`config.mk`:
```
export PLATFORM = sky130hd
export DESIGN_NAME = grid_neighbor_mine_count
export DESIGN_NICKNAME = d
export VERILOG_FILES = /design/src/gnmc_pkg.sv /design/src/gnmc_line_cell.sv /design/src/gnmc_count.sv /design/src/grid_neighbor_mine_count.sv
export SDC_FILE = /design/constraint.sdc
export NUM_CORES = 1
export LEC_CHECK = 0
export ABC_CLOCK_PERIOD_IN_PS = 11300
export BUFFER_PORTS_ARGS = -buffer_cell sky130_fd_sc_hd__buf_2
export CORE_MARGIN = 2
export CORE_UTILIZATION = 50
export DETAILED_ROUTE_END_ITERATION = 8
export PLACE_DENSITY = 0.82
export REMOVE_ABC_BUFFERS = 1
export SLEW_MARGIN = 20
export SYNTH_ARGS = -nofsm -noshare
export SYNTH_HDL_FRONTEND = slang
export SYNTH_SLANG_ARGS = --single-unit
```
`constraint.sdc`:
```
create_clock -name clk_i -period 11.3 [get_ports clk_i]
set_clock_uncertainty 0.05 [all_clocks]
set_input_delay 2.26 -clock clk_i [delete_from_list [all_inputs] [get_ports clk_i]]
set_output_delay 2.26 -clock clk_i [all_outputs]
set_load 0.1 [all_outputs]
```
`src/gnmc_pkg.sv`:
```
// Shared types and constants for the grid neighbor mine counter.
// No dependencies; used by every module under src.
`default_nettype none

package gnmc_pkg;

  // Default largest grid edge, and the reset value of the grid size register.
  localparam int unsigned MAX_SIZE_DEF  = 32;
  localparam int unsigned GRID_SIZE_W   = 6;
  localparam logic [GRID_SIZE_W-1:0] GRID_SIZE_RST = 6'd32;

  // Result encoding.
  localparam int unsigned VALUE_W   = 5;
  localparam int unsigned COUNT_W   = 4;
  localparam logic [VALUE_W-1:0] MINE_VALUE = 5'h1F;

  // Register map: word index taken from paddr[2].
  localparam int unsigned PADDR_W   = 3;
  localparam int unsigned PDATA_W   = 32;
  localparam logic REG_GRID_SIZE    = 1'b0;

  // One column of the two line buffers.
  typedef struct packed {
    logic prv;
    logic cur;
  } line_bits_t;

  // Which sides of the 3x3 window lie outside the grid for the result cell.
  typedef struct packed {
    logic first_row;
    logic last_row;
    logic first_col;
    logic last_col;
  } border_t;

endpackage

`default_nettype wire

```
`src/gnmc_line_cell.sv`:
```
// One column cell of the two-row line buffer chain.
// Depends on gnmc_pkg for the line_bits_t type.
`default_nettype none

module gnmc_line_cell (
  input  wire                     clk_i,
  input  wire                     shift_i,
  input  wire                     load_sel_i,
  input  gnmc_pkg::line_bits_t    new_i,
  input  gnmc_pkg::line_bits_t    left_i,
  output gnmc_pkg::line_bits_t    q_o
);

  gnmc_pkg::line_bits_t bits_q;
  gnmc_pkg::line_bits_t bits_d;

  // The entry cell takes the fresh column; every other cell takes its left neighbor.
  assign bits_d = load_sel_i ? new_i : left_i;

  always_ff @(posedge clk_i) begin
    if (shift_i) begin
      bits_q <= bits_d;
    end
  end

  assign q_o = bits_q;

endmodule

`default_nettype wire

```
`src/gnmc_count.sv`:
```
// Mine count over a 3x3 window with out-of-grid neighbors masked off.
// Depends on gnmc_pkg for border_t and the result constants.
`default_nettype none

module gnmc_count (
  input  wire [8:0]                         window_i,
  input  gnmc_pkg::border_t                 border_i,
  output logic [gnmc_pkg::VALUE_W-1:0]      value_o
);

  logic [8:0]                       mask;
  logic [gnmc_pkg::COUNT_W-1:0]     total;

  // Bit index is column * 3 + row; column 0 is the oldest (left) column.
  always_comb begin
    mask = 9'h1FF;
    mask[4] = 1'b0;
    if (border_i.first_col) begin
      mask[2:0] = 3'b000;
    end
    if (border_i.last_col) begin
      mask[8:6] = 3'b000;
    end
    if (border_i.first_row) begin
      mask[0] = 1'b0;
      mask[3] = 1'b0;
      mask[6] = 1'b0;
    end
    if (border_i.last_row) begin
      mask[2] = 1'b0;
      mask[5] = 1'b0;
      mask[8] = 1'b0;
    end
  end

  always_comb begin
    total = '0;
    for (int b = 0; b < 9; b++) begin
      total = total + gnmc_pkg::COUNT_W'(window_i[b] & mask[b]);
    end
  end

  assign value_o = window_i[4] ? gnmc_pkg::MINE_VALUE
                               : {{(gnmc_pkg::VALUE_W-gnmc_pkg::COUNT_W){1'b0}}, total};

endmodule

`default_nettype wire

```
`src/grid_neighbor_mine_count.sv`:
```
// Top level of the streamed minesweeper neighbor counter.
// Depends on gnmc_pkg, gnmc_line_cell and gnmc_count.
`default_nettype none

// Channel   Direction  Handshake                        Payload
// input     in         in_valid_i / in_ready_o          is_mine_i
// output    out        out_valid_o / out_ready_i        cell_value_o, last_cell_o
// config    in         psel & penable & pwrite & pready paddr, pwdata, prdata
//
// One cell word is taken per cycle; its result leaves one row plus one cell later.
// The final cell of a grid starts a flush of N+1 filler pushes, one per cycle, which
// give N+1 further results (only one when N is 1); no input word is taken meanwhile.
// The rate is set by the single window push per cycle into the line cell chain. Reset
// clears counters, window and grid size (32); the line cells hold no reset value.
// A stalled output holds the push.

module grid_neighbor_mine_count #(
  parameter int unsigned MaxSize = gnmc_pkg::MAX_SIZE_DEF
) (
  input  wire                              clk_i,
  input  wire                              rst_ni,
  // cell input
  input  wire                              in_valid_i,
  output logic                             in_ready_o,
  input  wire                              is_mine_i,
  // result output
  output logic                             out_valid_o,
  input  wire                              out_ready_i,
  output logic signed [gnmc_pkg::VALUE_W-1:0] cell_value_o,
  output logic                             last_cell_o,
  // configuration
  input  wire                              psel,
  input  wire                              penable,
  input  wire                              pwrite,
  input  wire  [gnmc_pkg::PADDR_W-1:0]     paddr,
  input  wire  [gnmc_pkg::PDATA_W-1:0]     pwdata,
  output logic [gnmc_pkg::PDATA_W-1:0]     prdata,
  output logic                             pready
);

  localparam int unsigned CW = $clog2(MaxSize);
  localparam int unsigned NW = $clog2(MaxSize + 1);
  localparam int unsigned RW = $clog2(MaxSize + 2);

  // Configuration register.
  logic [gnmc_pkg::GRID_SIZE_W-1:0] grid_size_q;
  logic                             cfg_wr;

  assign pready = 1'b1;
  assign cfg_wr = psel && penable && pwrite && (paddr[2] == gnmc_pkg::REG_GRID_SIZE);

  always_comb begin
    prdata = '0;
    if (paddr[2] == gnmc_pkg::REG_GRID_SIZE) begin
      prdata = {{(gnmc_pkg::PDATA_W-gnmc_pkg::GRID_SIZE_W){1'b0}}, grid_size_q};
    end
  end

  // Effective grid edge, clamped to 1..MaxSize.
  logic [NW-1:0] n_w;
  always_comb begin
    if (grid_size_q == '0) begin
      n_w = NW'(1);
    end else if (int'(grid_size_q) > int'(MaxSize)) begin
      n_w = NW'(MaxSize);
    end else begin
      n_w = NW'(grid_size_q);
    end
  end

  // Position of the next pushed cell, flush flag, window and output register.
  logic [RW-1:0] row_q, row_d;
  logic [CW-1:0] col_q, col_d;
  logic          flush_q, flush_d;
  logic [8:0]    window_q, window_d, window_next;
  logic          out_valid_q;
  logic [gnmc_pkg::VALUE_W-1:0] value_q;
  logic          last_q;

  logic out_free, in_fire, push;
  logic cur_bit;
  logic at_grid_end, at_row_end, at_flush_end;
  logic [RW-1:0] n_r;

  assign out_free = !out_valid_q || out_ready_i;
  assign in_ready_o = !flush_q && out_free;
  assign in_fire = in_valid_i && in_ready_o;
  assign push = in_fire || (flush_q && out_free);
  assign cur_bit = flush_q ? 1'b0 : is_mine_i;

  assign n_r = RW'(n_w);
  assign at_row_end   = (NW'(col_q) == n_w - NW'(1));
  assign at_grid_end  = (row_q == n_r - RW'(1)) && at_row_end;
  assign at_flush_end = (row_q == n_r + RW'(1));

  // Line buffer chain: the entry cell sits MaxSize - N from the start, so the
  // tap at the far end is N pushes behind.
  logic [CW-1:0] entry;
  gnmc_pkg::line_bits_t cell_q [MaxSize];
  gnmc_pkg::line_bits_t tap, fresh;

  assign entry = CW'(int'(MaxSize) - int'(n_w));
  assign tap   = cell_q[MaxSize-1];
  assign fresh = '{prv: tap.cur, cur: cur_bit};

  for (genvar k = 0; k < MaxSize; k++) begin : g_cell
    gnmc_line_cell u_cell (
      .clk_i      (clk_i),
      .shift_i    (push),
      .load_sel_i (entry == CW'(k)),
      .new_i      (fresh),
      .left_i     ((k == 0) ? fresh : cell_q[(k == 0) ? 0 : k-1]),
      .q_o        (cell_q[k])
    );
  end

  assign window_next = {cur_bit, tap.cur, tap.prv, window_q[8:3]};

  // Result position and borders, one row plus one cell behind the push.
  gnmc_pkg::border_t border;
  logic emit;
  logic [gnmc_pkg::VALUE_W-1:0] value;

  always_comb begin
    if (col_q != '0) begin
      emit             = (row_q >= RW'(1));
      border.first_row = (row_q == RW'(1));
      border.last_row  = (row_q == n_r);
      border.first_col = (col_q == CW'(1));
      border.last_col  = 1'b0;
    end else begin
      emit             = (row_q >= RW'(2));
      border.first_row = (row_q == RW'(2));
      border.last_row  = at_flush_end;
      border.first_col = (n_w == NW'(1));
      border.last_col  = 1'b1;
    end
  end

  gnmc_count u_count (
    .window_i (window_next),
    .border_i (border),
    .value_o  (value)
  );

  // Next position: a real push walks the grid, a flush push walks the filler rows.
  always_comb begin
    row_d    = row_q;
    col_d    = col_q;
    flush_d  = flush_q;
    window_d = window_q;
    if (push) begin
      window_d = window_next;
      if (!flush_q) begin
        if (at_grid_end) begin
          flush_d = 1'b1;
          row_d   = n_r;
          col_d   = '0;
        end else if (at_row_end) begin
          row_d = row_q + RW'(1);
          col_d = '0;
        end else begin
          col_d = col_q + CW'(1);
        end
      end else if (at_flush_end) begin
        flush_d  = 1'b0;
        row_d    = '0;
        col_d    = '0;
        window_d = '0;
      end else if (at_row_end) begin
        row_d = n_r + RW'(1);
        col_d = '0;
      end else begin
        col_d = col_q + CW'(1);
      end
    end
  end

  always_ff @(posedge clk_i or negedge rst_ni) begin
    if (!rst_ni) begin
      grid_size_q <= gnmc_pkg::GRID_SIZE_RST;
      row_q       <= '0;
      col_q       <= '0;
      flush_q     <= 1'b0;
      window_q    <= '0;
      out_valid_q <= 1'b0;
    end else if (cfg_wr) begin
      // A size write restarts the grid and drops pending results.
      grid_size_q <= pwdata[gnmc_pkg::GRID_SIZE_W-1:0];
      row_q       <= '0;
      col_q       <= '0;
      flush_q     <= 1'b0;
      window_q    <= '0;
      out_valid_q <= 1'b0;
    end else begin
      row_q    <= row_d;
      col_q    <= col_d;
      flush_q  <= flush_d;
      window_q <= window_d;
      if (out_free) begin
        out_valid_q <= push && emit;
      end
    end
  end

  always_ff @(posedge clk_i) begin
    if (push && out_free) begin
      value_q <= value;
      last_q  <= flush_q && at_flush_end;
    end
  end

  assign out_valid_o  = out_valid_q;
  assign cell_value_o = value_q;
  assign last_cell_o  = last_q;

endmodule

`default_nettype wire

```
Yosys cells after proc, flatten, opt, wreduce, memory -nomap -nowiden. Index checks and enable logic that the tools add are counted.

Add/sub/neg operators: 12. Order comparisons: 3. Equality and inequality tests: 40. Mux-type cells: 70. Bitwise logic cells: 9. Reductions and logical operators: 20.

Operators by type and width (number): $eq 5x5->1 const B (16); $mux 2 (31); $mux 6 (10); $eq 5x4->1 const B (8); $mux 9 (4); $mux 5 (7); $add 4x4->4 (7); $eq 5x3->1 const B (4); $eq 6x6->1 (3); $mux 1 (15); $add 6x1->6 const B (2); $eq 6x1->1 const B (2); $eq 5x1->1 const B (2); $eq 5x2->1 const B (2); $logic_and 1x1->1 (10); $and 1x1->1 (8); $eq 5x6->1 (1); $eq 6x2->1 const B (1); $ge 6x1->1 const B (1); $ge 6x2->1 const B (1); $gt 6x6->1 const B (1); $logic_not 6->1 (1); $mux 3 (2); $sub 6x1->6 const B (1); 11 further kinds (14).

Flip-flop bits (word level): 98. Bits of input ports: 43. Output and inout port bits: 41. Logic and storage cells: 227.

Longest topological paths before layout. Gate-level depths: netlist of the first run.

Word-level depth: 17. Depth in mapped cells: 21.

Modules after synthesis. Synthesis of the first run repeated with hierarchy kept, for this count alone.

Cell total of the unflattened synthesis: 522. Area, all modules: 5773.0 um^2.

By module, submodules not included: grid_neighbor_mine_count (times used 1, cells each 363, area each 2885.3 um^2); gnmc_line_cell (times used 32, cells each 4, area each 82.6 um^2); gnmc_count (times used 1, cells each 31, area each 245.2 um^2).

Worst setup path before layout of the first run. Ideal clock, no wire load.

Kind: input to output. Start: in out_ready_i. End: out in_ready_o. Arrival time: 3610 ps. Slack: 5380 ps. Cell stages on the path: 2. Path buffers: 0. Cell sequence: nor2b_1 -> nor2_1.

Word-level cells in the longest chain between the ends: 2.

RTL lines: start, declared (RTL line grid_neighbor_mine_count.sv:28) `input wire out_ready_i,`; $logic_or 1x1->1 (RTL line grid_neighbor_mine_count.sv:85) `assign out_free = !out_valid_q || out_ready_i;`; $logic_and 1x1->1 (RTL line grid_neighbor_mine_count.sv:86) `assign in_ready_o = !flush_q && out_free;`; end, declared (RTL line grid_neighbor_mine_count.sv:24) `output logic in_ready_o,`.

Every way passes these cells.

Worst setup path in the final report of the first run.
Start: reg grid_size_q[2] (netlist bit). End: reg value_q, in the netlist cell_value_o[2] (data pin).

Word-level cells in the longest chain between the ends: 15. Elaborated cells on any way between the ends: 26.

RTL lines: start, declared (RTL line grid_neighbor_mine_count.sv:46) `logic [gnmc_pkg::GRID_SIZE_W-1:0] grid_size_q;`; start signal, assigned (RTL line grid_neighbor_mine_count.sv:181) `grid_size_q <= gnmc_pkg::GRID_SIZE_RST;`; start signal, assigned (RTL line grid_neighbor_mine_count.sv:189) `grid_size_q <= pwdata[gnmc_pkg::GRID_SIZE_W-1:0];`; $gt 6x6->1 (RTL line grid_neighbor_mine_count.sv:64) `end else if (int'(grid_size_q) > int'(MaxSize)) begin`; $mux 6 (RTL line grid_neighbor_mine_count.sv:64); $mux 6 * (RTL line grid_neighbor_mine_count.sv:62) `if (grid_size_q == '0) begin`; $eq 6x1->1 (RTL line grid_neighbor_mine_count.sv:135) `border.first_col = (n_w == NW'(1));`; $mux 4 * (RTL line grid_neighbor_mine_count.sv:125) `if (col_q != '0) begin`; $mux 3 (RTL line gnmc_count.sv:18) `if (border_i.first_col) begin`; $mux 1 (RTL line gnmc_count.sv:24) `if (border_i.first_row) begin`; $and 1x1->1 (RTL line gnmc_count.sv:39) `total = total + gnmc_pkg::COUNT_W'(window_i[b] & mask[b]);`; $add 4x4->4 (6 in series) (RTL line gnmc_count.sv:39); $add 4x4->4 * (RTL line gnmc_count.sv:39); end signal, assigned (RTL line grid_neighbor_mine_count.sv:208) `value_q <= value;`; end, declared (RTL line grid_neighbor_mine_count.sv:77) `logic [gnmc_pkg::VALUE_W-1:0] value_q;`.

Mark *: on every way between the ends. The rest lies on a longest branch, timed or not. A chain may end at the register's enable or synchronous reset.

==> results of run 1 <==
cells by family after synthesis:
family                   after synthesis
AND/OR/NAND/NOR                      158
flip-flops                            95
multiplexers                          76
buffers and inverters                 74
AO/OA/AOI/OAI                         44
adder cells (fa/ha/maj)               21
XOR/XNOR                              20
other                                  2
final timing paths:
kind | start | endpoint | slack (ps) | cells past startpoint
min reg2reg | g_cell[31].u_cell.q_o[1]$_DFFE_PN_ | window_q[6]$_DFFE_PN0P_ | 450 | 1
max in group asynchronous | rst_ni | col_q[0]$_DFFE_PN0P_ | 8960 | 1
min in group asynchronous | rst_ni | row_q[3]$_DFFE_PN0P_ | 1860 | 1
max | grid_size_q[2]$_DFFE_PN0P_ | cell_value_o[2]$_SDFFCE_PP1P_ | 5570 | 19
max reg2reg | grid_size_q[2]$_DFFE_PN0P_ | cell_value_o[2]$_SDFFCE_PP1P_ | 5570 | 19
min | g_cell[31].u_cell.q_o[1]$_DFFE_PN_ | window_q[6]$_DFFE_PN0P_ | 450 | 1
sequential cells by signal (all words and copies together) (netlist names), 5 cells and up:
| name | cells |
|---|---|
| window_q | 6 |
| row_q | 6 |
| g_cell.u_cell.q_o | 64 |
| grid_size_q | 6 |
| col_q | 5 |
| cell_value_o | 5 |
through the flow:
| step | power [mW] | hold WS [ps] | utilization, % | setup slack, ps |
|---|---|---|---|---|
| 2_1_floorplan | 1.03 | 415 | - | 5380 |
| 3_3_place_gp | 1.13 | 440 | 51.3 | 5600 |
| 3_5_place_dp | 1.15 | 437 | 51.3 | 5600 |
| 4_1_cts | 1.46 | 458 | 53.9 | 5580 |
| 5_1_grt | 1.54 | 476 | 53.9 | 5130 |
| 6_report | 1.45 | 454 | 53.9 | 5570 |
report_power, final:
group          leakage, nW  total, mW  internal, mW  switching [mW]
registers            0.986      0.547         0.468          0.0791
clock network        0.137      0.304         0.172           0.133
logic                 1.31      0.601         0.218           0.382
total                 2.44       1.45         0.858           0.594
cells in the final DEF, fill, tap and decap left out, drive strengths merged, types with 10 or more instances in the layout:
master   n
mux2i   12
inv     18
buf     30
o21ai   11
dfrtp   24
nor3    11
nand2   37
conb    27
mux2    64
nor2    21
nand3   41
nor2b   14
ha      17
edfxtp  70
xnor2   10
per-layer routing:
| metal | up-vias | wire length (µm) | GRT usage (%) |
|---|---|---|---|
| met2 | 150 | 5190 | 29.5 |
| met1 | 1749 | 4460 | 23.1 |
| met5 | - | 0 | 0 |
| li1 | 1719 | - | - |
| met4 | 0 | 185 | 6.42 |
| met3 | 18 | 771 | 3.94 |
final cells by class:
class                      count  share of cell area, %
sequential                    95                   44.7
clock buffer                   9                   3.69
tap                          143                   2.93
timing repair buffer          30                   2.54
multi-input combinational    346                   44.0
clock inverter                 6                   1.13
inverter                      16                  0.984
==> metrics.txt, run 1 <==
Rows=39; post-layout min period=around 5700 ps; worst skew pair latency=350 ps; gr ovfl total=0; setup TNS=0 ps; RSZ-0062 raised after global routing=false; Post-Syn Area=approximately 0.0057 mm²; Post-Layout Cell Count=between 600 and 700; initial antenna violation count=0; Area growth syn-to-layout=6.49%; multi-input logic area=0.00268 mm²; Core ar.=between 0.01 and 0.015 mm²; Die W=111 µm; Distinct cells, synth=66; HPWL Detailed=approximately 7 mm; share of cells above drive strength 1=about 25%; post_cts resized=0; critical path's slowest cell=dfrtp_1; vias in the first global route=about 3500; leading area contributor after synthesis=edfxtp_1; Bufs and invs on worst path=2; Pre-antenna DRT Iters=5; Detailed Route WL=10.6 mm; Post-synth EDFFs=70; clk root buf=clkbuf_16; area occupied by registers=0.00273 mm²; gr usage total=between 15 and 20%; final slew viol count=0; largest net degree at the start of global routing=between 60 and 70; Synth Instances=490; worst-path fanout max=15; Vias=3636; # H-tree levels=3; ant diodes=0; cell mode on critical path=fa_1; worst slew pin tran=roughly 1000 ps; fin nets=roughly 560; run status=complete, no violations; CTS buffer count=9; critical path's top delay family=adder cells; final number of hold-violating endpoints=0; clk buf depth=2; FMAX=about 0.17 GHz; largest family of logic cells by synthesized area=simple AND/OR/NAND/NOR gates; Syn Area/Cell=between 10 and 15 µm²; Initial Utilization=50.6%; Chip Height=111 µm; Hold Path Class=flip-flop to flip-flop; P per Cell Area=about 240 mW/mm²; top_reg_cell synth=edfxtp_1; ANT nets after route=0; startpoint types=flip-flop; crit path cell chain=nor4_4 > nor2_1 > nor2_1 > ha_1 > nand3_2 > mux2i_1 > xor2_1 > and4b_1 > a31oi_1 > nand2_1 > fa_1 > fa_1 > inv_1 > fa_1 > ha_1 > inv_1 > fa_1 > xor2_1 > nand2b_1; part of the Yosys area used for sequential elements=47.6%; placed cells=630; GPL Wtd Cong=around 0.93; io pins=between 80 and 90; Leak=2.44 nW; first-pass GRT wire length=17.5 mm; area of placed instances=approximately 0.0058 mm²; area share of the largest cell type after synthesis=36.7%; multiplexer share of the synthesized area=between 10 and 15%; drt via density=roughly 5.6; clk sink count=95; simple-gate area share of the yosys netlist=between 10% and 20%; critical path class=flip-flop to flip-flop; Yosys Warn Count=0; VDD IR-drop max=0.000203 V; fin area=0.00610 mm²; CP endpoint kind=flip-flop; Synth Register Bits=95; Max-Cap Viols=0; die footprint=approximately 0.012 mm²; asr flop ratio synth=around a quarter; XOR/XNOR Fraction of Synth Area=between 3 and 4%; CP peak stage delay=roughly 600 ps; # hold bufs at CTS=0; Critical Path RT=11360 ps; compound-cell area share of the yosys netlist=slightly above 6%; period utilisation layout=50.7%; CTS tree=yes; routed len/inst=approximately 16 µm; PortBufs=28; post-synthesis adder-cell area fraction=~5.1%; max_slew headroom=29.8%; data arrival time of the worst path=approximately 5800 ps; post-CTS setup buffers=0; most frequent cell after synthesis=edfxtp_1; Residual DRC=0; Commonest cells post-synth=edfxtp_1 (70), mux2_2 (58), nand3_1 (40), nand2_1 (37), buf_4 (30); fill count=962; Finish-stage setup viols=0; Initial DRC Count=~290; clock transition at the registers of the reported paths=approximately 60 ps; Synth area leaders=edfxtp_1 (37%), mux2_2 (11%), dfrtp_1 (10%), buf_4 (3.9%), ha_1 (3.7%)
(Power assumes the default switching activity.)
==> run 2, diff against run 1 <==
- ABC_CLOCK_PERIOD_IN_PS: 11300 -> 4900
- PLACE_DENSITY: 0.82 -> 0.85
- clock period: 11.3 -> 4.9 ns (I/O delays scaled with it)
==> metrics.txt, run 2 (synthesized netlist as in run 1, its figures left out) <==
vias in the first global route=approximately 3800; startpoint types=flip-flop; Pre-antenna DRT Iters=5; data arrival time of the worst path=~5000 ps; reg2reg setup slack=~51 ps; Detailed Route WL=approximately 11 mm; die footprint=0.0123 mm²; # H-tree levels=3; worst setup path startpoint=grid_size_q[2]$_DFFE_PN0P_; Core ar.=between 0.01 and 0.015 mm²; share of cells above drive strength 1=31.4%; Leak=approximately 2.6 nW; P per Cell Area=555 mW/mm²; commonest non-fill, non-tap cell in the layout=edfxtp_1; Residual DRC=0; drt via density=between 5 and 6; max_slew headroom=approximately 36%; Die W=~110 µm; io pins=84; critical path's top delay family=adder cells; first-pass GRT wire length=approximately 19 mm; CTS tree=yes; terminus of the critical flop-to-flop path=cell_value_o[1]$_SDFFCE_PP1P_; placed cells=around 650; post-layout min period=roughly 4800 ps; CP peak stage delay=between 500 and 600 ps; CTS buffer count=9; clk buf depth=2; routed len/inst=16.8 µm; Max-Cap Viols=0; Hold Path Class=flip-flop to flip-flop; clock transition at the registers of the reported paths=70 ps; commonest cells after routing, fill and taps aside=edfxtp_1 (70), mux2_2 (58), nand3_1 (39), nand2_1 (36), buf_4 (33); run status=complete, no violations; PortBufs=28; GPL Wtd Cong=between 0.9 and 1; fin area=0.00641 mm²; Area growth syn-to-layout=11.9%; Critical Path RT=~5000 ps; FMAX=between 0.2 and 0.25 GHz; Bufs and invs on worst path=2; area of placed instances=0.00594 mm²; VDD IR-drop max=0.000488 V; ANT nets after route=0; initial antenna violation count=0; worst slew pin tran=953 ps; Largest register FFs=64; gr usage total=18.6%; Chip Height=~110 µm; critical path class=flip-flop to flip-flop; Hold Startpoint=grid_size_q[5]$_DFFE_PN1P_; critical path's slowest cell=fa_1; clk sink count=95; # hold bufs at CTS=0; Vias=approximately 3800; Rows=39; ant diodes=0; period utilisation layout=99.0%; largest net degree at the start of global routing=54; Finish-stage setup viols=0; HPWL Detailed=~7.3 mm; post-route setup slack=between 50 and 60 ps; final number of hold-violating endpoints=0; cell mode on critical path=fa_1; worst r2r src=grid_size_q[2]$_DFFE_PN0P_; final slew viol count=0; crit path cell chain=nor4_4 > nor2_2 > nor2_4 > ha_4 > nand3_2 > mux2i_2 > xor2_1 > and4b_2 > a31oi_4 > nand2_2 > fa_1 > fa_1 > inv_2 > fa_1 > ha_2 > inv_2 > fa_2 > nand2b_1; Reg2Reg Depth=18; gr ovfl total=0; clk root buf=clkbuf_16; Min Hold Slack=479 ps; pre-CTS setup slack=-159 ps; RSZ-0062 raised after global routing=true; Initial Utilization=between 50% and 60%; CP endpoint kind=flip-flop; Initial DRC Count=about 290; fill count=just under 900; hold depth=2; Post-Layout Cell Count=678; worst skew pair latency=350 ps; fin nets=around 590; worst-path fanout max=3; Hold Crit Endpoint=grid_size_q[5]$_DFFE_PN1P_
-- run 2: cell types whose count changed in the layout (fill, tap and decap cells not counted), sizes merged --
cell    delta
buf       +32
inv        -2
clkinv     +3
-- run 2: what timing repair did --
action / in CTS / in global routing
gates resized for setup: 10 / 7
setup buffers: 9 / 6
endpoints found under the setup margin: 2 / 4
pin swaps: 13 / 10
-- run 2: report_power, final --
group          total, mW  internal [mW]  switching [mW]
logic               1.61          0.628           0.985
registers           1.23           1.08           0.155
clock network      0.709          0.397           0.313
total               3.56           2.10            1.45
-- run 2: routing by layer --
metal	GRT usage, %	routed length (µm)	vias up
met5	0	0	-
met4	7.24	218	0
met3	3.88	642	24
met2	31.5	5760	132
met1	23.6	4780	1883
li1	-	-	1784
-- run 2: how the worst max path moves through the flow --
stage                     cells after the start  slack [ps]                            end
after detailed placement                     19        -160  cell_value_o[2]$_SDFFCE_PP1P_
final                                        18          50  cell_value_o[1]$_SDFFCE_PP1P_
after CTS                                    18         -30  cell_value_o[1]$_SDFFCE_PP1P_
after global routing                         18        -180  cell_value_o[1]$_SDFFCE_PP1P_
after global placement                       19         -90  cell_value_o[2]$_SDFFCE_PP1P_
after floorplan                              19        -180  cell_value_o[2]$_SDFFCE_PP1P_
-- run 2: layout make-up --
type	instances	area [µm²]	area share [%]
multi-input cells	346	2750	42.8
repair buffers	62	399	6.22
clock inverters	7	72.6	1.13
inverters	16	61.3	0.956
clock buffers	9	225	3.51
flip-flops and latches	95	2730	42.6
well taps	143	179	2.79
-- run 2: worst reg2reg max path, stage by stage, from the launching register on --
cell,delay [ps]
dfrtp_1,410
nor4_4,340
nor2_2,80
nor2_4,160
ha_4,180
nand3_2,70
mux2i_2,220
xor2_1,220
and4b_2,330
a31oi_4,100
nand2_2,110
fa_1,440
fa_1,540
inv_2,50
fa_1,500
ha_2,190
inv_2,40
fa_2,520
nand2b_1,50
-- run 2: metrics by stage --
stage / util [%] / setup TNS, ps / total power [mW]
finish: 56.6 / 0 / 3.56
global route: 56.6 / -363 / 3.75
CTS: 55.9 / -46.4 / 3.49
detailed placement: 52.5 / -283 / 2.72
global placement: 52.5 / -130 / 2.66
floorplan: - / -317 / 2.38
==> run 3, diff against run 2 <==
- CORE_UTILIZATION: 50 -> 30
- PLACE_DENSITY: 0.85 -> 0.6
==> metrics.txt, run 3 (synthesized netlist as in run 1, its figures left out) <==
run status=complete, no violations; critical path's slowest cell=fa_1; Hold Startpoint=window_q[3]$_DFFE_PN0P_; period utilisation layout=between 90 and 100%; Pint=2.02 mW; switching power=1.44 mW; share of cells above drive strength 1=30.1%; Pre-antenna DRT Iters=4; reg2reg setup slack=between 90 and 100 ps; critical path class=flip-flop to flip-flop; Chip Height=~140 µm; combinational power share=a little under half; clk buf depth=2; P per Cell Area=between 500 and 600 mW/mm²; commonest cells after routing, fill and taps aside=edfxtp_1 (70), mux2_2 (58), nand3_1 (40), nand2_1 (36), buf_2 (28); hold depth=1; Largest register FFs=64; data arrival time of the worst path=about 4900 ps; placed cells=between 700 and 800; # H-tree levels=3; ant diodes=0; worst-path fanout max=3; Leak=around 2.5 nW; Hold Path Class=flip-flop to flip-flop; PortBufs=28; initial antenna violation count=0; Initial Utilization=a little under a third; fin util=between 30% and 40%; FMAX=0.208 GHz; CP peak stage delay=roughly 510 ps; clk root buf=clkbuf_16; Sw Ratio=around two fifths; fin area=about 0.0064 mm²; commonest non-fill, non-tap cell in the layout=edfxtp_1; final number of hold-violating endpoints=0; ANT nets after route=0; gr ovfl total=0; max_slew headroom=51.9%; fin nets=slightly below 600; vias in the first global route=3877; worst slew pin tran=a little over 700 ps; Initial DRC Count=282; post-route setup slack=between 90 and 100 ps; Area growth syn-to-layout=12.4%; CTS buffer count=9; VDD IR-drop max=0.000225 V; routed len/inst=15.7 µm; io pins=between 80 and 90; crit path cell chain=nor4_4 > nor2_1 > nor2_2 > ha_2 > nand3_2 > mux2i_2 > xor2_1 > and4b_2 > a31oi_4 > nand2_2 > fa_1 > fa_1 > inv_1 > fa_1 > ha_2 > inv_2 > fa_2 > nand2b_1; Die W=142 µm; die footprint=0.0202 mm²; largest net degree at the start of global routing=36; Critical Path RT=roughly 5000 ps; Hold Crit Endpoint=window_q[3]$_DFFE_PN0P_; first-pass GRT wire length=roughly 20 mm; setup TNS=0 ps; Min Hold Slack=between 400 and 500 ps; clock group share of total power=19.1%; Residual DRC=0; total power=3.46 mW; HPWL Detailed=about 8.1 mm; CP endpoint kind=flip-flop; worst skew pair latency=approximately 350 ps; Core ar.=between 0.015 and 0.02 mm²; Rows=50; worst setup path startpoint=grid_size_q[2]$_DFFE_PN0P_; RSZ-0062 raised after global routing=true; Finish-stage setup viols=0; area of placed instances=a little over 0.006 mm²; CTS tree=yes; post-layout min period=about 4800 ps; clock transition at the registers of the reported paths=approximately 60 ps; sequential share of power=35.2%; clk sink count=95; pre-CTS setup slack=-181 ps; gr usage total=around 12%; GPL Wtd Cong=approximately 0.8; Vias=3740; Detailed Route WL=approximately 12 mm; Reg2Reg Depth=18; worst r2r src=grid_size_q[2]$_DFFE_PN0P_; Post-Layout Cell Count=~760; Max-Cap Viols=0; cell mode on critical path=fa_1; drt via density=slightly below 5; final slew viol count=0; startpoint types=flip-flop; terminus of the critical flop-to-flop path=cell_value_o[1]$_SDFFCE_PP1P_
[run 3: cell types whose count changed in the layout (fill, tap and decap cells not counted), sizes merged]
cell / delta
buf: -6
bufinv: -1
clkbuf: +1
clkinv: -4
clkinvlp: +1
inv: +2
[run 3: repair_timing]
| action | 4_1_cts | 5_1_grt |
|---|---|---|
| pin swaps | 11 | 5 |
| setup buffers | 2 | 0 |
| endpoints found under the setup margin | 3 | 2 |
| gates resized for setup | 10 | 2 |
| hold buffers | 0 | 0 |
[run 3: per-layer routing]
layer / part of all wire [%] / global-route usage [%] / up-vias
li1: - / - / 1769
met1: 46 / 15.9 / 1856
met2: 48 / 20.6 / 104
met3: 4.5 / 3.30 / 11
met4: 1.2 / 3.68 / 0
met5: 0 / 0 / -
[run 3: power groups by stage]
| stage | combinational [mW] | clock [mW] | sequential, mW |
|---|---|---|---|
| 2_1_floorplan | 1.01 | 0 | 1.36 |
| 3_3_place_gp | 1.50 | 0 | 1.23 |
| 3_5_place_dp | 1.53 | 0 | 1.24 |
| 4_1_cts | 1.57 | 0.685 | 1.22 |
| 5_1_grt | 1.74 | 0.714 | 1.24 |
| 6_report | 1.58 | 0.662 | 1.22 |
[run 3: worst max path at each step]
stage / to / slack (ps) / cells after the start
floorplan: cell_value_o[2]$_SDFFCE_PP1P_ / -180 / 19
global placement: cell_value_o[2]$_SDFFCE_PP1P_ / -170 / 19
detailed placement: cell_value_o[2]$_SDFFCE_PP1P_ / -180 / 19
CTS: cell_value_o[1]$_SDFFCE_PP1P_ / 30 / 18
global route: cell_value_o[1]$_SDFFCE_PP1P_ / -80 / 18
finish: cell_value_o[1]$_SDFFCE_PP1P_ / 90 / 18
[run 3: worst max-delay path, delay by kind of cell (launching register included)]
family | cells | cell delay, ps
AOI/OAI and AO/OA | 1 | 100
xor gates and xnor gates | 1 | 200
adders and majority gates | 6 | 2370
buffers and inverters | 2 | 100
DFF | 1 | 400
muxes | 1 | 210
and+or+nand+nor | 7 | 1110
[run 3: final cells by class]
class                   instances  area, µm²
clock buffers                  10        229
flip-flops and latches         95       2730
inverters                      16       60.1
fillers                      1854      12300
clock inverters                 5       42.5
repair buffers                 56        362
well taps                     234        293
multi-input cells             346       2720
